`config.mk`:
```
export PLATFORM = sky130hd
export DESIGN_NAME = serial_mouse_key_event_parser_unit
export DESIGN_NICKNAME = d
export VERILOG_FILES = /design/src/rtl/smk_pkg.sv /design/src/rtl/smk_cfg_regs.sv /design/src/rtl/smk_axis_clamp.sv /design/src/rtl/smk_decoder.sv /design/src/rtl/serial_mouse_key_event_parser_unit.sv
export SDC_FILE = /design/constraint.sdc
export NUM_CORES = 1
export LEC_CHECK = 0
export ABC_CLOCK_PERIOD_IN_PS = 7200
export BUFFER_PORTS_ARGS = -buffer_cell sky130_fd_sc_hd__buf_2
export CORE_MARGIN = 5
export CORE_UTILIZATION = 60
export CTS_BUF_LIST = sky130_fd_sc_hd__clkbuf_16
export CTS_CLUSTER_DIAMETER = 80
export DETAILED_ROUTE_END_ITERATION = 12
export PLACE_DENSITY = 0.9
export REMOVE_ABC_BUFFERS = 1
export SLEW_MARGIN = 20
export SYNTH_ARGS = -nofsm -noshare
export SYNTH_HDL_FRONTEND = slang
export SYNTH_SLANG_ARGS = --single-unit
```
`constraint.sdc`:
```
create_clock -name clk -period 7.2 [get_ports clk]
set_input_delay 0.72 -clock clk [delete_from_list [all_inputs] [get_ports clk]]
set_output_delay 0.72 -clock clk [all_outputs]
set_load 0.1 [all_outputs]
```
`src/rtl/smk_pkg.sv`:
```
// Shared types and constants of the serial mouse/key event parser.
// No dependencies; every other file of the block imports this package.
package smk_pkg;

	// Pointer coordinate width and fixed field widths
	localparam int COORD_BITS  = 12;
	localparam int BYTE_BITS   = 8;
	localparam int DELTA_BITS  = 7;
	localparam int SCREEN_BITS = 12;

	// Configuration port
	localparam int APB_ADDR_BITS = 4;
	localparam int APB_DATA_BITS = 32;

	localparam logic [1:0] REG_MARKER_MASK   = 2'd0;
	localparam logic [1:0] REG_SCREEN_WIDTH  = 2'd1;
	localparam logic [1:0] REG_SCREEN_HEIGHT = 2'd2;

	// Register reset values
	localparam logic [BYTE_BITS-1:0]   MARKER_MASK_RST   = 8'h80;
	localparam logic [SCREEN_BITS-1:0] SCREEN_WIDTH_RST  = 12'd640;
	localparam logic [SCREEN_BITS-1:0] SCREEN_HEIGHT_RST = 12'd480;

	// Event kind codes
	localparam logic EVENT_KEY   = 1'b0;
	localparam logic EVENT_MOUSE = 1'b1;

	typedef struct packed {
		logic [BYTE_BITS-1:0]   marker_mask;
		logic [SCREEN_BITS-1:0] screen_width;
		logic [SCREEN_BITS-1:0] screen_height;
	} smk_cfg_t;

endpackage

```
`src/rtl/smk_cfg_regs.sv`:
```
// APB-style configuration registers: marker mask and screen size.
// Depends on smk_pkg.
module smk_cfg_regs
	import smk_pkg::*;
(
	input  logic                     clk,
	input  logic                     arst_n,
	input  logic                     psel,
	input  logic                     penable,
	input  logic                     pwrite,
	input  logic [APB_ADDR_BITS-1:0] paddr,
	input  logic [APB_DATA_BITS-1:0] pwdata,
	output logic [APB_DATA_BITS-1:0] prdata,
	output logic                     pready,
	output smk_cfg_t                 cfg
);

	smk_cfg_t   cfg_q;
	logic       wr_en;
	logic [1:0] reg_idx;

	assign pready  = 1'b1;
	assign wr_en   = psel && penable && pwrite;
	assign reg_idx = paddr[3:2];
	assign cfg     = cfg_q;

	always_ff @(posedge clk or negedge arst_n) begin
		if (!arst_n) begin
			cfg_q.marker_mask   <= MARKER_MASK_RST;
			cfg_q.screen_width  <= SCREEN_WIDTH_RST;
			cfg_q.screen_height <= SCREEN_HEIGHT_RST;
		end else if (wr_en) begin
			case (reg_idx)
				REG_MARKER_MASK:   cfg_q.marker_mask   <= pwdata[BYTE_BITS-1:0];
				REG_SCREEN_WIDTH:  cfg_q.screen_width  <= pwdata[SCREEN_BITS-1:0];
				REG_SCREEN_HEIGHT: cfg_q.screen_height <= pwdata[SCREEN_BITS-1:0];
				default: ;
			endcase
		end
	end

	always_comb begin
		case (reg_idx)
			REG_MARKER_MASK:
				prdata = {{(APB_DATA_BITS-BYTE_BITS){1'b0}}, cfg_q.marker_mask};
			REG_SCREEN_WIDTH:
				prdata = {{(APB_DATA_BITS-SCREEN_BITS){1'b0}}, cfg_q.screen_width};
			REG_SCREEN_HEIGHT:
				prdata = {{(APB_DATA_BITS-SCREEN_BITS){1'b0}}, cfg_q.screen_height};
			default:
				prdata = '0;
		endcase
	end

endmodule

```
`src/rtl/smk_axis_clamp.sv`:
```
// One pointer axis: add a 7-bit signed delta and clamp to 0 .. size-1.
// Depends on smk_pkg.
module smk_axis_clamp
	import smk_pkg::*;
#(
	parameter int CoordBits = COORD_BITS
) (
	input  logic [CoordBits-1:0]   pos,
	input  logic [DELTA_BITS-1:0]  delta,
	input  logic [SCREEN_BITS-1:0] size,
	output logic [CoordBits-1:0]   result
);

	localparam int SumBits = ((CoordBits > SCREEN_BITS) ? CoordBits : SCREEN_BITS) + 2;

	logic signed [SumBits-1:0] sum;
	logic signed [SumBits-1:0] lim_raw;
	logic signed [SumBits-1:0] coord_max;
	logic signed [SumBits-1:0] lim;

	assign sum = {{(SumBits-CoordBits){1'b0}}, pos}
		+ {{(SumBits-DELTA_BITS){delta[DELTA_BITS-1]}}, delta};

	// A zero size holds the axis at zero
	assign lim_raw = (size == '0) ? '0
		: {{(SumBits-SCREEN_BITS){1'b0}}, size - SCREEN_BITS'(1)};
	assign coord_max = {{(SumBits-CoordBits){1'b0}}, {CoordBits{1'b1}}};
	assign lim = (lim_raw > coord_max) ? coord_max : lim_raw;

	always_comb begin
		if (sum[SumBits-1]) begin
			result = '0;
		end else if (sum > lim) begin
			result = lim[CoordBits-1:0];
		end else begin
			result = sum[CoordBits-1:0];
		end
	end

endmodule

```
`src/rtl/smk_decoder.sv`:
```
// Packet state machine, pointer position and result register.
// Depends on smk_pkg and smk_axis_clamp.
module smk_decoder
	import smk_pkg::*;
#(
	parameter int CoordBits = COORD_BITS
) (
	input  logic                   clk,
	input  logic                   arst_n,
	input  smk_cfg_t               cfg,
	input  logic                   take,
	input  logic [BYTE_BITS-1:0]   byte_in,
	input  logic                   res_ready,
	output logic                   res_valid,
	output logic                   event_kind,
	output logic [BYTE_BITS-1:0]   key_char,
	output logic [BYTE_BITS-1:0]   button_bits,
	output logic [CoordBits-1:0]   pointer_x,
	output logic [CoordBits-1:0]   pointer_y,
	output logic                   double_click
);

	typedef enum logic [1:0] {
		PH_IDLE = 2'd0,
		PH_X    = 2'd1,
		PH_Y    = 2'd2
	} phase_t;

	phase_t                phase_q;
	logic [BYTE_BITS-1:0]  first_byte_q;
	logic [DELTA_BITS-1:0] second_byte_q;
	logic [CoordBits-1:0]  pos_x_q;
	logic [CoordBits-1:0]  pos_y_q;
	logic [CoordBits-1:0]  next_x;
	logic [CoordBits-1:0]  next_y;
	logic                  is_marker;
	logic                  emit;

	logic                  res_valid_q;
	logic                  event_kind_q;
	logic [BYTE_BITS-1:0]  key_char_q;
	logic [BYTE_BITS-1:0]  button_bits_q;
	logic [CoordBits-1:0]  pointer_x_q;
	logic [CoordBits-1:0]  pointer_y_q;
	logic                  double_click_q;

	assign is_marker = (byte_in & cfg.marker_mask) == cfg.marker_mask;

	// A taken byte yields an event on the third packet byte or as a key
	assign emit = take && (phase_q == PH_Y || (phase_q != PH_X && !is_marker));

	smk_axis_clamp #(.CoordBits(CoordBits)) u_clamp_x (
		.pos    (pos_x_q),
		.delta  (second_byte_q),
		.size   (cfg.screen_width),
		.result (next_x)
	);

	smk_axis_clamp #(.CoordBits(CoordBits)) u_clamp_y (
		.pos    (pos_y_q),
		.delta  (byte_in[DELTA_BITS-1:0]),
		.size   (cfg.screen_height),
		.result (next_y)
	);

	// Control state and position
	always_ff @(posedge clk or negedge arst_n) begin
		if (!arst_n) begin
			phase_q       <= PH_IDLE;
			first_byte_q  <= '0;
			second_byte_q <= '0;
			pos_x_q       <= '0;
			pos_y_q       <= '0;
			res_valid_q   <= 1'b0;
		end else begin
			if (emit) begin
				res_valid_q <= 1'b1;
			end else if (res_ready) begin
				res_valid_q <= 1'b0;
			end
			if (take) begin
				case (phase_q)
					PH_Y: begin
						pos_x_q <= next_x;
						pos_y_q <= next_y;
						phase_q <= PH_IDLE;
					end
					PH_X: begin
						second_byte_q <= byte_in[DELTA_BITS-1:0];
						phase_q       <= PH_Y;
					end
					default: begin
						if (is_marker) begin
							first_byte_q <= byte_in;
							phase_q      <= PH_X;
						end else begin
							phase_q <= PH_IDLE;
						end
					end
				endcase
			end
		end
	end

	// Result payload
	always_ff @(posedge clk) begin
		if (take) begin
			if (phase_q == PH_Y) begin
				event_kind_q   <= EVENT_MOUSE;
				key_char_q     <= '0;
				button_bits_q  <= first_byte_q & ~cfg.marker_mask;
				pointer_x_q    <= next_x;
				pointer_y_q    <= next_y;
				double_click_q <= byte_in[BYTE_BITS-1];
			end else if (phase_q != PH_X && !is_marker) begin
				event_kind_q   <= EVENT_KEY;
				key_char_q     <= byte_in;
				button_bits_q  <= '0;
				pointer_x_q    <= '0;
				pointer_y_q    <= '0;
				double_click_q <= 1'b0;
			end
		end
	end

	assign res_valid    = res_valid_q;
	assign event_kind   = event_kind_q;
	assign key_char     = key_char_q;
	assign button_bits  = button_bits_q;
	assign pointer_x    = pointer_x_q;
	assign pointer_y    = pointer_y_q;
	assign double_click = double_click_q;

endmodule

```
`src/rtl/serial_mouse_key_event_parser_unit.sv`:
```
// Top level of the serial mouse/key event parser.
// Depends on smk_pkg, smk_cfg_regs and smk_decoder.
//
// Usage:
//   Feed received serial bytes on the input channel (serial_byte, in_valid,
//   in_ready). While no packet is open, a byte that has every marker_mask
//   bit set opens a three-byte mouse packet; any other byte comes out as a
//   key event. The second and third bytes carry 7-bit signed X and Y deltas;
//   bit 7 of the third byte is the double-click flag. After the third byte
//   the pointer moves by both deltas, is clamped to the screen, and a mouse
//   event goes out on the output channel (out_valid, out_ready).
//   The input register loads at the accepting edge and the result register
//   loads from it once free or being drained, raising out_valid when the
//   byte completes an event. Throughput: one byte per cycle while the
//   receiver does not stall; X and Y each have an add-and-clamp path there.
//   When the receiver stalls, the result register holds its transaction and
//   the input register fills; in_ready drops only once both are full.
//   Reset clears the packet state and the pointer to zero and loads
//   marker_mask 0x80, screen 640 x 480. Write the registers through the APB
//   port (addresses 0, 4, 8) only while no transaction is in flight.
module serial_mouse_key_event_parser_unit
	import smk_pkg::*;
#(
	parameter int CoordBits = COORD_BITS
) (
	input  logic                     clk,
	input  logic                     arst_n,
	// APB configuration port
	input  logic                     psel,
	input  logic                     penable,
	input  logic                     pwrite,
	input  logic [APB_ADDR_BITS-1:0] paddr,
	input  logic [APB_DATA_BITS-1:0] pwdata,
	output logic [APB_DATA_BITS-1:0] prdata,
	output logic                     pready,
	// Input channel
	input  logic                     in_valid,
	output logic                     in_ready,
	input  logic [BYTE_BITS-1:0]     serial_byte,
	// Output channel
	output logic                     out_valid,
	input  logic                     out_ready,
	output logic                     event_kind,
	output logic [BYTE_BITS-1:0]     key_char,
	output logic [BYTE_BITS-1:0]     button_bits,
	output logic [CoordBits-1:0]     pointer_x,
	output logic [CoordBits-1:0]     pointer_y,
	output logic                     double_click
);

	smk_cfg_t             cfg;
	logic                 valid_s1;
	logic [BYTE_BITS-1:0] byte_s1;
	logic                 take;

	smk_cfg_regs u_cfg (
		.clk     (clk),
		.arst_n  (arst_n),
		.psel    (psel),
		.penable (penable),
		.pwrite  (pwrite),
		.paddr   (paddr),
		.pwdata  (pwdata),
		.prdata  (prdata),
		.pready  (pready),
		.cfg     (cfg)
	);

	// Advance the input register whenever the result register is free or
	// being drained this cycle.
	assign take     = valid_s1 && (!out_valid || out_ready);
	assign in_ready = !valid_s1 || take;

	always_ff @(posedge clk or negedge arst_n) begin
		if (!arst_n) begin
			valid_s1 <= 1'b0;
		end else if (in_ready) begin
			valid_s1 <= in_valid;
		end
	end

	// Hold the byte payload; no reset needed
	always_ff @(posedge clk) begin
		if (in_valid && in_ready) begin
			byte_s1 <= serial_byte;
		end
	end

	smk_decoder #(.CoordBits(CoordBits)) u_dec (
		.clk          (clk),
		.arst_n       (arst_n),
		.cfg          (cfg),
		.take         (take),
		.byte_in      (byte_s1),
		.res_ready    (out_ready),
		.res_valid    (out_valid),
		.event_kind   (event_kind),
		.key_char     (key_char),
		.button_bits  (button_bits),
		.pointer_x    (pointer_x),
		.pointer_y    (pointer_y),
		.double_click (double_click)
	);

endmodule

```
# After elaboration in Yosys (flattened, before gate mapping)
# Index checks and enable logic that the tools add are counted.
[totals] regBits=125 out_inout_bits=77
[classes] addsub=4 n_lt_le_gt_ge=4 n_eq_ne=6 muxes=21 bitwise=4 n_reduce_logical=25
[ops] op="two-way mux 12 bit" count=11
[ops] op="case mux 12 bit (3 select lines)" count=1
[ops] op="adder 13 x 7 -> 14 bit" count=2
[ops] op="> comparator 14 x 13 -> 1 bit" count=2
[ops] op="> comparator 12 bit (second input constant)" count=2
[ops] op="zero test 12 bit" count=2
[ops] op="two-way mux 8 bit" count=3
[ops] op="subtractor 12 x 1 -> 12 bit (second input constant)" count=2
[ops] op="bitwise AND 8 bit" count=2
[ops] op="AND reduction 2 bit" count=6
[ops] op="== test 8 bit" count=1
[ops] op="NOT 8 bit" count=1
[ops] op="logical AND 1 bit" count=6
[ops] op="two-way mux 1 bit" count=5
[ops] op="== test 2 x 1 -> 1 bit (second input constant)" count=2
[ops] op="== test 2 bit (second input constant)" count=2
[ops] op="case mux 2 bit (2 select lines)" count=1
[ops] op="nonzero test 2 bit" count=2
[ops] op="zero test 1 bit" count=3
[ops] op="logical OR 1 bit" count=3
[ops] op="AND reduction 3 bit" count=1
[ops] op="zero test 2 bit" count=1
[ops] op="inequality test 2 x 1 -> 1 bit (second input constant)" count=1
[ops] op="OR reduction 2 bit" count=1
[ops] op="NOT 1 bit" count=1

# Longest topological paths before layout
# Gate-level depths: netlist of run 1.
[logic_depth] depth_word=8 depth_mapped=18 depth_no_buf=17

# Modules after synthesis
# A second synthesis of run 1 with hierarchy kept.
[hier_totals] hier_cells=703 area_unflattened_um2=7827.5
[modules_own_cells] mod="smk_decoder" instances=1 cells_per_inst=209 area_per_inst_um2=3313.2 seq_area_each_um2=2312.2
[modules_own_cells] mod="smk_cfg_regs" instances=1 cells_per_inst=126 area_per_inst_um2=1647.8 seq_area_each_um2=809.5
[modules_own_cells] mod="smk_axis_clamp at u_dec.u_clamp_y" instances=1 cells_per_inst=176 area_per_inst_um2=1298.7 seq_area_each_um2=0.0
[modules_own_cells] mod="smk_axis_clamp at u_dec.u_clamp_x" instances=1 cells_per_inst=178 area_per_inst_um2=1256.2 seq_area_each_um2=0.0
[modules_own_cells] mod="serial_mouse_key_event_parser_unit" instances=1 cells_per_inst=14 area_per_inst_um2=311.5 seq_area_each_um2=265.3

# Least setup slack after synthesis of run 1
# OpenSTA, ideal clock, no wires.
[synth_path] path_type="in2out" start="in paddr[2]" end="out prdata[0]" arrival_ns=3.361 required_time_ns=6.480 setup_slack_ns=3.119 stages=3 path_buffers=1 path_cell_list="buf_1 > mux2i_1 > o21ai_0"
[synth_via] elab_chain_len=2 elab_cells_between_ends=4 cone_classes="eq/ne: 2; mux: 1; reduce/logical: 1"
[synth_lines] element="start, declared" line_no="serial_mouse_key_event_parser_unit.sv:32" rtl="input logic [APB_ADDR_BITS-1:0] paddr,"
[synth_lines] element="== test 2 bit (tied with other cells)" line_no="smk_cfg_regs.sv:43" rtl="case (reg_idx)"
[synth_lines] element="case mux 12 bit (3 select lines) (*)" line_no="smk_cfg_regs.sv:43"
[synth_lines] element="end, declared" line_no="serial_mouse_key_event_parser_unit.sv:34" rtl="output logic [APB_DATA_BITS-1:0] prdata,"
# Every way passes the cells marked *; elsewhere a longest branch is shown, timed or not.

# Worst setup path in the final report of run 1
[layout_path] start="reg byte_s1[6]" end="reg u_dec.pointer_y_q[7] (netlist: u_dec.pointer_y[7]) (data pin)"
[layout_via] elab_chain_len=5
[layout_lines] element="start, declared" line_no="serial_mouse_key_event_parser_unit.sv:53" rtl="logic [BYTE_BITS-1:0] byte_s1;"
[layout_lines] element="start signal, assigned" line_no="serial_mouse_key_event_parser_unit.sv:85" rtl="byte_s1 <= serial_byte;"
[layout_lines] element="adder 13 x 7 -> 14 bit (*)" line_no="smk_axis_clamp.sv:22" rtl="+ {{(SumBits-DELTA_BITS){delta[DELTA_BITS-1]}}, delta};"
[layout_lines] element="> comparator 14 x 13 -> 1 bit" line_no="smk_axis_clamp.sv:33" rtl="end else if (sum > lim) begin"
[layout_lines] element="two-way mux 12 bit" line_no="smk_axis_clamp.sv:33"
[layout_lines] element="two-way mux 12 bit (*)" line_no="smk_axis_clamp.sv:31" rtl="if (sum[SumBits-1]) begin"
[layout_lines] element="two-way mux 12 bit (*)" line_no="smk_decoder.sv:108" rtl="if (phase_q == PH_Y) begin"
[layout_lines] element="end signal, assigned" line_no="smk_decoder.sv:113" rtl="pointer_y_q <= next_y;"
[layout_lines] element="end, declared" line_no="smk_decoder.sv:44" rtl="logic [CoordBits-1:0] pointer_y_q;"
# Marked as above.
# A chain may end at the register's enable or synchronous reset.

==> summary.txt, run 1 <==
Synthesis
  – Mean Syn Cell Area: 9.993 µm²
  – YS warnings: 0
  – Area share of the leading cell type in the synthesized netlist: 0.2105
  – Ranking of synthesized cells by area: dfrtp_1 21%, edfxtp_1 19%, ha_1 8.7%, mux2_2 5.7%, nand2_1 2.8%
  – #FFs+latches synth: 125
  – Post-synth EDFFs: 50
  – Synth cell types: 73
  – Largest area contributor in the netlist: dfrtp_1
  – Prevailing post-synth register cell: dfrtp_1
  – Cells after Synth: 809
  – Mapped Area: 8084 µm²
  – Async set or reset register ratio after synthesis: 0.6000
  – Sequential share of the synthesized area: 0.4190

Global route
  – GRT Util Overall: 0.2558
  – First-pass GRT wire length: 32.69 mm
  – Vias in the first global route: 6325
  – Antenna violations before repair: 0
  – Pin count of the biggest net entering global routing: 76
  – GRT overflow: 0

Placed design
  – PortBufs: 84
  – Placed Area: 8509 µm²
  – Dpl cells: 1032
  – Post-DP HPWL: 14.32 mm
  – Global placement routability congestion: 0.8944

Route
  – DRT Pass-1 Iters: 6
  – Vias: 6795
  – WL final: 20.57 mm
  – Drt drc: 0
  – Initial DRC Count: 838
  – Drt via density: 6.386
  – Detailed-route wire length per cell: 19.33 µm
  – Final ANT Viol Nets: 0

CTS
  – Later-pin clock latency in the skew report: 0.42 ns
  – Post-CTS resize count: 0
  – H-tree Lvls: 4
  – Setup bufs post-CTS: 0
  – Clock Tree Root: clkbuf_16
  – Post-CTS Hold Fix Bufs: 0
  – Clk buf depth: 2
  – CTS tree: built
  – Clock slew at reported path FFs: 0.06 ns
  – Clock sink count: 125
  – CTS buffer count: 17

Critical path
  – WP data arrival: 5.30 ns
  – Reg-to-reg slack, setup: 2.14 ns
  – CP required: 7.44 ns
  – Levels on crit path: 16
  – Worst setup path start: byte_s1[6]
  – Kind of critical path: reg2reg
  – R2R Path Start: byte_s1[6]
  – Critical path's top delay family: compound AO/OA/AOI/OAI gates
  – Crit path launch type: register
  – Critical path endpoint: u_dec.pointer_y[7]
  – Slowest CP cell: edfxtp_1
  – Crit path largest cell delay: 0.76 ns
  – Crit path max fanout: 21
  – CP cell instances: ha_1, a211o_1, nor3_1, nand3_1, a31o_2, a21oi_1, xor2_1, ha_1, nand4_1, nor2_1, and4_1, a211oi_1, nor2b_1, nor3_4, o21ai_0, a21oi_1
  – Worst Path Buf+Inv: 0
  – Worst R2R End: u_dec.pointer_y[7]
  – Worst-case reg-to-reg path depth: 16
  – Critical path endpoint category: register

Finish
  – Share of post-route cells with drive strength above 1: 0.2050
  – Final std cells w/o fill: 1064
  – Commonest non-fill, non-tap cell in the layout: buf_2
  – Highest-count cells in the layout ignoring fill and taps: 83 x buf_2, 68 x dfrtp_1, 61 x nand2_1
  – Final Cell Area: 9104 µm²
  – Antenna Cells: 0
  – Final #Nets: 984
  – Synth-to-layout area growth: 12.61%

STA
  – Least-Margin Pin Slew: 1.094 ns
  – Relative slew margins: 0.2672
  – Setup-failing EPs final: 0
  – Minimum clock period: 5.060 ns
  – Slew Limit Fails: 0
  – Worst Skew: 0.01022 ns
  – Setup TNS: 0 ns
  – Max frequency: 0.1976 GHz
  – Fin crit share: 0.7027
  – Final Hold Violating Endpoints: 0
  – RSZ-0062 raised after global routing: false

Die
  – Row cnt: 42
  – # IOs: 128
  – Core footprint: 13240 µm²
  – Die Wd: 126.1 µm
  – Initial Util: 0.6104
  – Die Y: 126.1 µm
  – Die Area: 15890 µm²

Hold path
  – Min-delay worst type: in2async

Run status
  – Outcome: complete, no violations

Flow run
  – Max Cap Violations: 0
routing by layer:
metal | track usage | part of all wire
met1 | 0.3549 | 0.42
met2 | 0.3890 | 0.44
met3 | 0.05334 | 0.10
met4 | 0.1142 | 0.040
met5 | 0 | 0
worst min path at each step:
stage | endpoint | slack (ns) | depth (start not counted)
2_1_floorplan | u_cfg.cfg[0] | 0.42 | 0
3_3_place_gp | u_dec.pos_y_q[9] | 0.48 | 2
3_5_place_dp | u_dec.first_byte_q[0] | 0.49 | 1
4_1_cts | byte_s1[5] | 0.46 | 1
5_1_grt | byte_s1[5] | 0.46 | 1
6_report | u_dec.pos_x_q[11] | 0.47 | 1
per-stage QoR:
stage / hold WS [ns] / setup WS, ns / utilization
5_1_grt: 0.4603 / 1.910 / 0.6875
3_5_place_dp: 0.4916 / 2.363 / 0.6426
3_3_place_gp: 0.4806 / 2.439 / 0.6426
2_1_floorplan: 0.4244 / 2.898 / -
6_report: 0.4652 / 2.140 / 0.6875
4_1_cts: 0.4583 / 2.334 / 0.6875
synthesized netlist by cell type, types with 8 or more instances:
master	n
inv_1	44
dfrtp_1	68
nand3_1	40
edfxtp_1	50
buf_4	22
a21oi_1	45
nor4_1	14
ha_1	56
mux2_2	41
o211ai_1	12
buf_2	8
and3_1	12
mux2i_1	9
clkbuf_1	26
nor3_1	25
a221o_1	9
xor2_1	10
a21o_1	18
xnor2_1	22
o21ai_0	39
o2111ai_1	12
a211oi_1	8
nor2b_1	12
nor2_1	33
nand2_1	61
registers in the layout, summed over array words and instances, names as in the netlist, 2 cells and up:
name and flops:
u_dec.pos_y_q 12, u_dec.key_char 8, byte_s1 8, u_dec.button_bits 8
u_dec.pos_x_q 12, u_dec.first_byte_q 8, u_dec.pointer_x 12, u_dec.second_byte_q 7
u_dec.pointer_y 12, u_cfg.cfg 32, u_dec.phase_q 2
final cells by class:
cell class | count | area, µm²
clock buffers | 19 | 475.5
clock inverters | 13 | 118.9
multi-input cells | 598 | 4277
repair buffers | 89 | 460.4
well taps | 176 | 220.2
inverters | 44 | 165.2
fillers | 963 | 4139
flip-flops and latches | 125 | 3387
cells by family (layout without fill, tap and decap cells):
family / count (synthesis) / count (layout) / share of synthesized area
adders and majority gates: 58 / 58 / 0.09163
muxes: 50 / 50 / 0.06826
other: 2 / 21 / 0.0009290
xor gates and xnor gates: 32 / 32 / 0.03467
AOI/OAI and AO/OA: 190 / 190 / 0.1593
buffers and inverters: 105 / 165 / 0.06299
and+or+nand+nor: 247 / 247 / 0.1633
DFF: 125 / 125 / 0.4190
Power of run 1 is not shown: default switching activity piles up to over one toggle a cycle in this logic, so the estimate is an artifact.
==> inputs of run 2 (changes only) <==
--- a/config.mk
+++ b/config.mk
@@ -5,14 +5,15 @@
 export SDC_FILE = /design/constraint.sdc
 export NUM_CORES = 1
 export LEC_CHECK = 0
-export ABC_CLOCK_PERIOD_IN_PS = 7200
+export ABC_AREA = 1
+export ABC_CLOCK_PERIOD_IN_PS = 4500
 export BUFFER_PORTS_ARGS = -buffer_cell sky130_fd_sc_hd__buf_2
 export CORE_MARGIN = 5
-export CORE_UTILIZATION = 60
+export CORE_UTILIZATION = 52
 export CTS_BUF_LIST = sky130_fd_sc_hd__clkbuf_16
 export CTS_CLUSTER_DIAMETER = 80
 export DETAILED_ROUTE_END_ITERATION = 12
-export PLACE_DENSITY = 0.9
+export PLACE_DENSITY = 0.83
 export REMOVE_ABC_BUFFERS = 1
 export SLEW_MARGIN = 20
 export SYNTH_ARGS = -nofsm -noshare
==> constraint.sdc (replaced) <==
create_clock -name clk -period 4.5 [get_ports clk]
set_input_delay 0.45 -clock clk [delete_from_list [all_inputs] [get_ports clk]]
set_output_delay 0.45 -clock clk [all_outputs]
set_load 0.1 [all_outputs]
==> run 2 against run 1 <==
Area after synthesis shrank 1.3%. Design area fell by 0.25%. Non-clock buffer count did not move. Critical path depth increased by 4. Clock skew about the same. Global-route usage down 3.2 points. Largest cell class unchanged. Wire length is 4.0% lower. Utilization down 8.8 points. Register-to-register slack got worse by 1.5 ns. Worst hold slack got worse by 0.30 ns.
==> summary.txt, run 2 <==
Hold path
  – Min-delay worst type: in2async (unchanged)

Finish
  – Antenna Cells: 0 (unchanged)
  – Final #Nets: 1198 (was 984)
  – Max reg flops: 32 (unchanged)
  – Commonest non-fill, non-tap cell in the layout: nand2_1 (was buf_2)
  – Share of post-route cells with drive strength above 1: 0.1479 (was 0.2050)
  – Highest-count cells in the layout ignoring fill and taps: 274 x nand2_1, 130 x inv_1, 88 x nor2_1 (was 83 x buf_2, 68 x dfrtp_1, 61 x nand2_1)
  – Post-layout util: 0.5996 (was 0.6875)
  – Synth-to-layout area growth: 13.82% (was 12.61%)

Die
  – # IOs: 128 (unchanged)
  – Row cnt: 45 (was 42)
  – Die Y: 133.9 µm (was 126.1 µm)
  – Die Area: 17920 µm² (was 15890 µm²)
  – Initial Util: 0.5268 (was 0.6104)
  – Die Wd: 133.9 µm (was 126.1 µm)
  – Core footprint: 15150 µm² (was 13240 µm²)

CTS
  – Clk buf depth: 2 (unchanged)
  – Clock Tree Root: clkbuf_16 (unchanged)
  – Later-pin clock latency in the skew report: 0.44 ns (was 0.42 ns)
  – H-tree Lvls: 4 (unchanged)
  – Post-CTS Hold Fix Bufs: 0 (unchanged)
  – Post-CTS resize count: 0 (unchanged)
  – Clock slew at reported path FFs: 0.07 ns (was 0.06 ns)
  – Setup bufs post-CTS: 0 (unchanged)
  – CTS buffer count: 17 (unchanged)
  – Clock sink count: 125 (unchanged)
  – CTS tree: built (unchanged)

Critical path
  – Critical path endpoint category: register (unchanged)
  – Critical Path Most Common Cell: nand2_1
  – Worst Path Buf+Inv: 2 (was 0)
  – Kind of critical path: reg2reg (unchanged)
  – Crit path launch type: register (unchanged)
  – WP data arrival: 4.07 ns (was 5.30 ns)
  – Critical path's top delay family: simple AND/OR/NAND/NOR gates (was compound AO/OA/AOI/OAI gates)
  – CP cell instances: ha_1, inv_1, nand2_1, nand3_1, nand2_1, a21oi_1, o21ai_0, nand2_1, nand3_1, nand2_1, nand2_1, inv_1, ha_1, a21oi_1, a21boi_1, nand3_2, nand2_2, a21oi_1, nand2_1, nor2_1 (was ha_1, a211o_1, nor3_1, nand3_1, a31o_2, a21oi_1, xor2_1, ha_1, nand4_1, nor2_1, and4_1, a211oi_1, nor2b_1, nor3_4, o21ai_0, a21oi_1)
  – Crit path largest cell delay: 0.42 ns (was 0.76 ns)
  – CP required: 4.67 ns (was 7.44 ns)
  – Slowest CP cell: nand2_2 (was edfxtp_1)
  – Crit path max fanout: 13 (was 21)

Synthesis
  – Top-count cell post-synth: nand2_1 (was dfrtp_1)
  – Async set or reset register ratio after synthesis: 0.6000 (unchanged)
  – Sequential share of the synthesized area: 0.4245 (was 0.4190)
  – Cells after Synth: 1008 (was 809)
  – Post-synth EDFFs: 50 (unchanged)
  – Synth cell types: 42 (was 73)
  – Prevailing post-synth register cell: dfrtp_1 (unchanged)
  – Ranking of synthesized cells by area: dfrtp_1 21%, edfxtp_1 19%, nand2_1 13%, ha_1 8.8%, inv_1 6.1% (was dfrtp_1 21%, edfxtp_1 19%, ha_1 8.7%, mux2_2 5.7%, nand2_1 2.8%)
  – YS warnings: 0 (unchanged)
  – Area share of the leading cell type in the synthesized netlist: 0.2133 (was 0.2105)
  – Mean Syn Cell Area: 7.916 µm² (was 9.993 µm²)
  – Mapped Area: 7979 µm² (was 8084 µm²)
  – Largest area contributor in the netlist: dfrtp_1 (unchanged)
  – Top cells by count, synth: 275 x nand2_1, 130 x inv_1, 88 x nor2_1, 68 x dfrtp_1, 66 x o21ai_0 (was 68 x dfrtp_1, 61 x nand2_1, 56 x ha_1, 50 x edfxtp_1, 45 x a21oi_1)
  – #FFs+latches synth: 125 (unchanged)

STA
  – Final Hold Violating Endpoints: 0 (unchanged)
  – Setup-failing EPs final: 0 (unchanged)
  – Least-Margin Pin Slew: 0.9815 ns (was 1.094 ns)
  – Minimum clock period: 3.898 ns (was 5.060 ns)
  – Fin crit share: 0.8663 (was 0.7027)
  – Relative slew margins: 0.3457 (was 0.2672)
  – Max frequency: 0.2565 GHz (was 0.1976 GHz)
  – Slew Limit Fails: 0 (unchanged)
  – Worst Skew: 0.01018 ns (was 0.01022 ns)
  – RSZ-0062 raised after global routing: false (unchanged)

Global route
  – First-pass GRT wire length: 31.91 mm (was 32.69 mm)
  – Vias in the first global route: 6520 (was 6325)
  – GRT overflow: 0 (unchanged)
  – Antenna violations before repair: 0 (unchanged)
  – Pin count of the biggest net entering global routing: 76 (unchanged)
  – GRT Util Overall: 0.2240 (was 0.2558)

Route
  – Vias: 6940 (was 6795)
  – Final ANT Viol Nets: 0 (unchanged)
  – DRT Pass-1 Iters: 5 (was 6)
  – Detailed-route wire length per cell: 15.30 µm (was 19.33 µm)
  – WL final: 19.74 mm (was 20.57 mm)
  – Initial DRC Count: 646 (was 838)
  – Drt via density: 5.380 (was 6.386)
  – Drt drc: 0 (unchanged)

Placed design
  – PortBufs: 84 (unchanged)
  – Global placement routability congestion: 0.9379 (was 0.8944)
  – Post-DP HPWL: 14.34 mm (was 14.32 mm)

Run status
  – Outcome: complete, no violations (unchanged)

Flow run
  – Max Cap Violations: 0 (unchanged)
## run 2: cell count changes after synthesis, sizes merged, moves of 15 or more
cell,before,now
nand2,61,277
inv,44,133
nor2,33,89
mux2,41,0
o21ai,41,68
nand4,6,29
nor3,27,5
nand3,40,59
a21o,18,0
nor4,15,0
## run 2: final timing paths
check | start | to | slack [ns] | depth (start not counted)
worst max-delay path | u_dec.second_byte_q[2] | u_dec.pointer_x[0] | 0.60 | 20
worst min-delay path | arst_n | u_dec.pos_x_q[11] | 0.16 | 1
worst max register to register | u_dec.second_byte_q[2] | u_dec.pointer_x[0] | 0.60 | 20
worst min register to register | u_dec.pos_y_q[0] | u_dec.pos_y_q[0] | 0.48 | 2
max in group asynchronous | arst_n | u_dec.pos_x_q[2] | 3.69 | 1
min in group clk | serial_byte[6] | byte_s1[6] | 0.19 | 1
## run 2: kinds of logic (layout without fill, tap and decap cells)
group	Yosys count	count (layout)	synth area share
AND/OR/NAND/NOR	466	466	0.2442
adder cells (fa/ha/maj)	58	58	0.09283
flip-flops	125	125	0.4245
buffers and inverters	184	259	0.09942
XOR/XNOR	26	26	0.02854
other	2	21	0.0009412
AO/OA/AOI/OAI	147	147	0.1096
## run 2: routing by layer
layer,vias up,track usage,share of wire
met5,-,0,0
met4,0,0.1017,0.031
met3,50,0.04614,0.074
met2,275,0.3439,0.44
met1,3200,0.3070,0.45
li1,3415,-,-
## run 2: through the flow
| step | setup WS [ns] | cell area [µm²] | cells | setup TNS (ns) | hold WS [ns] |
|---|---|---|---|---|---|
| finish | 0.6018 | 9081 | 1290 | 0 | 0.1608 |
| global route | 0.2987 | 9081 | 1290 | 0 | 0.1828 |
| CTS | 0.6594 | 9076 | 1290 | 0 | 0.1821 |
| floorplan | -0.1384 | 7775 | 981 | -5.814 | 0.1544 |
| global placement | 0.7381 | 8473 | 1258 | 0 | 0.4666 |
| detailed placement | 0.6987 | 8473 | 1258 | 0 | 0.4702 |
## run 2: worst reg2reg max path, stage by stage, from the launching register on
cell and delay (ns):
dfrtp_1 0.40, ha_1 0.33, inv_1 0.05, nand2_1 0.08, nand3_1 0.12, nand2_1 0.15
a21oi_1 0.11, o21ai_0 0.33, nand2_1 0.13, nand3_1 0.09, nand2_1 0.05, nand2_1 0.09
inv_1 0.05, ha_1 0.29, a21oi_1 0.14, a21boi_1 0.21, nand3_2 0.27, nand2_2 0.42
a21oi_1 0.16, nand2_1 0.12, nor2_1 0.04
## run 2: area by class of cell
cell class,instances,area [µm²]
Fill cell,1298,6065
Tap cell,188,235.2
Multi-Input combinational cell,718,3877
Inverter,138,518.0
Timing Repair Buffer,89,460.4
Sequential cell,125,3387
Clock buffer,17,425.4
Clock inverter,15,177.7
Power of run 2 is left out for the same reason.
==> inputs of run 3 (changes only) <==
--- a/config.mk
+++ b/config.mk
@@ -7,7 +7,7 @@
 export LEC_CHECK = 0
 export ABC_AREA = 1
 export ABC_CLOCK_PERIOD_IN_PS = 4500
-export BUFFER_PORTS_ARGS = -buffer_cell sky130_fd_sc_hd__buf_2
+export BUFFER_PORTS_ARGS = -buffer_cell sky130_fd_sc_hd__buf_4
 export CORE_MARGIN = 5
 export CORE_UTILIZATION = 52
 export CTS_BUF_LIST = sky130_fd_sc_hd__clkbuf_16
==> run 3 against run 2 <==
Die area stayed put. Critical path depth decreased by 2. Design area is 2.5% higher. Via count fell by 0.14%. First-iteration DRC count increased by 2.8%. Non-clock buffer count is 2 higher. Worst setup slack improved by 0.032 ns. Flip-flop and latch count did not move. Global-route usage grew 0.24 points. Sequential share of layout area shrank 0.93 points. Wire length increased by 1.0%. Register-to-register slack better by 0.03 ns.
==> summary.txt, run 3 (synthesis gave the netlist of run 2 again) <==
Route
  – Initial DRC Count: 664 (was 646)
  – Vias: 6930 (was 6940)
  – Detailed-route wire length per cell: 15.44 µm (was 15.30 µm)
  – Final ANT Viol Nets: 0 (unchanged)
  – WL final: 19.95 mm (was 19.74 mm)
  – DRT Pass-1 Iters: 6 (was 5)
  – Drt drc: 0 (unchanged)
  – Drt via density: 5.364 (was 5.380)

Finish
  – Highest-count cells in the layout ignoring fill and taps: 274 x nand2_1, 131 x inv_1, 89 x buf_4 (was 274 x nand2_1, 130 x inv_1, 88 x nor2_1)
  – Final std cells w/o fill: 1292 (was 1290)
  – Share of post-route cells with drive strength above 1: 0.1476 (was 0.1479)
  – Fill cell count: 1279 (was 1298)
  – Final Cell Area: 9313 µm² (was 9081 µm²)
  – Post-layout util: 0.6149 (was 0.5996)
  – Max reg flops: 32 (unchanged)
  – Antenna Cells: 0 (unchanged)
  – Final #Nets: 1200 (was 1198)
  – Commonest non-fill, non-tap cell in the layout: nand2_1 (unchanged)
  – Synth-to-layout area growth: 16.72% (was 13.82%)

Flow run
  – Max Cap Violations: 0 (unchanged)

Global route
  – Vias in the first global route: 6559 (was 6520)
  – GRT Util Overall: 0.2264 (was 0.2240)
  – GRT overflow: 0 (unchanged)
  – Antenna violations before repair: 0 (unchanged)
  – Pin count of the biggest net entering global routing: 76 (unchanged)
  – First-pass GRT wire length: 32.24 mm (was 31.91 mm)

Critical path
  – CP cell instances: ha_1, nand2_1, inv_1, a21oi_1, o21ai_0, nand2_1, nand3_1, nand2_1, nand2_1, inv_1, ha_1, a21oi_1, a21boi_1, nand3_2, nand2_2, a21oi_1, nand2_1, nor2_1 (was ha_1, inv_1, nand2_1, nand3_1, nand2_1, a21oi_1, o21ai_0, nand2_1, nand3_1, nand2_1, nand2_1, inv_1, ha_1, a21oi_1, a21boi_1, nand3_2, nand2_2, a21oi_1, nand2_1, nor2_1)
  – Reg-to-reg slack, setup: 0.63 ns (was 0.60 ns)
  – Crit path largest cell delay: 0.56 ns (was 0.42 ns)
  – Critical path endpoint category: register (unchanged)
  – Critical path's top delay family: simple AND/OR/NAND/NOR gates (unchanged)
  – Crit path launch type: register (unchanged)
  – Worst Path Buf+Inv: 2 (unchanged)
  – WP data arrival: 4.03 ns (was 4.07 ns)
  – Kind of critical path: reg2reg (unchanged)
  – Critical Path Most Common Cell: nand2_1 (unchanged)
  – Slowest CP cell: dfrtp_1 (was nand2_2)
  – Crit path max fanout: 13 (unchanged)
  – CP required: 4.66 ns (was 4.67 ns)

Die
  – Initial Util: 0.5268 (unchanged)
  – Core footprint: 15150 µm² (unchanged)
  – Die Area: 17920 µm² (unchanged)
  – Die Wd: 133.9 µm (unchanged)
  – # IOs: 128 (unchanged)
  – Die Y: 133.9 µm (unchanged)
  – Row cnt: 45 (unchanged)

CTS
  – Post-CTS resize count: 0 (unchanged)
  – H-tree Lvls: 4 (unchanged)
  – Later-pin clock latency in the skew report: 0.43 ns (was 0.44 ns)
  – Clock sink count: 125 (unchanged)
  – Clock Tree Root: clkbuf_16 (unchanged)
  – Setup bufs post-CTS: 0 (unchanged)
  – CTS buffer count: 17 (unchanged)
  – Clk buf depth: 2 (unchanged)
  – CTS tree: built (unchanged)
  – Clock slew at reported path FFs: 0.06 ns (was 0.07 ns)
  – Post-CTS Hold Fix Bufs: 0 (unchanged)

STA
  – Max frequency: 0.2587 GHz (was 0.2565 GHz)
  – Fin Hold WS: 0.1996 ns (was 0.1608 ns)
  – Fin crit share: 0.8591 (was 0.8663)
  – Worst Skew: 0.008257 ns (was 0.01018 ns)
  – Minimum clock period: 3.866 ns (was 3.898 ns)
  – Setup-failing EPs final: 0 (unchanged)
  – RSZ-0062 raised after global routing: false (unchanged)
  – Least-Margin Pin Slew: 0.7065 ns (was 0.9815 ns)
  – Slew Limit Fails: 0 (unchanged)
  – Final Hold Violating Endpoints: 0 (unchanged)
  – Relative slew margins: 0.5285 (was 0.3457)

Run status
  – Outcome: complete, no violations (unchanged)

Placed design
  – Global placement routability congestion: 0.9418 (was 0.9379)
  – Post-DP HPWL: 14.47 mm (was 14.34 mm)
  – PortBufs: 84 (unchanged)
  – Dpl cells: 1258 (unchanged)
  – Placed Area: 8681 µm² (was 8473 µm²)

Hold path
  – Min-delay worst type: in2reg (was in2async)
[run 3: cell count changes in the layout (fill, tap and decap cells not counted), sizes merged]
cell | before | now
buf | 89 | 90
clkbuf | 17 | 18
clkinv | 7 | 8
dlygate4sd3 | 0 | 1
inv | 142 | 140
[run 3: cell type report]
type,instances,area [µm²],share of cell area
well taps,188,235.2,0.02526
repair buffers,91,705.7,0.07578
clock inverters,14,138.9,0.01491
flip-flops and latches,125,3387,0.3637
multi-input cells,718,3877,0.4164
inverters,138,518.0,0.05562
clock buffers,18,450.4,0.04837
[run 3: final timing paths]
path / from / end / cells past startpoint
min reg2reg: u_dec.pos_y_q[4] / u_dec.pos_y_q[4] / 2
max in group asynchronous: arst_n / u_cfg.cfg[5] / 3
max reg2reg: u_dec.second_byte_q[6] / u_dec.pointer_x[0] / 18
min in group asynchronous: arst_n / u_dec.pos_x_q[6] / 2
min: serial_byte[6] / byte_s1[6] / 1
max: u_dec.second_byte_q[6] / u_dec.pointer_x[0] / 18
[run 3: routing by layer]
metal,vias up,track usage,share of wire
met5,-,0,0
met4,0,0.1011,0.032
met1,3204,0.3122,0.45
met3,50,0.04764,0.072
met2,254,0.3453,0.45
li1,3422,-,-
[run 3: per-stage QoR]
| stage | setup WS, ns | TNS [ns] |
|---|---|---|
| 2_1_floorplan | -0.1384 | -5.814 |
| 5_1_grt | 0.2887 | 0 |
| 3_5_place_dp | 0.7183 | 0 |
| 4_1_cts | 0.6675 | 0 |
| 6_report | 0.6339 | 0 |
| 3_3_place_gp | 0.7281 | 0 |
Power of run 3 is left out for the same reason.
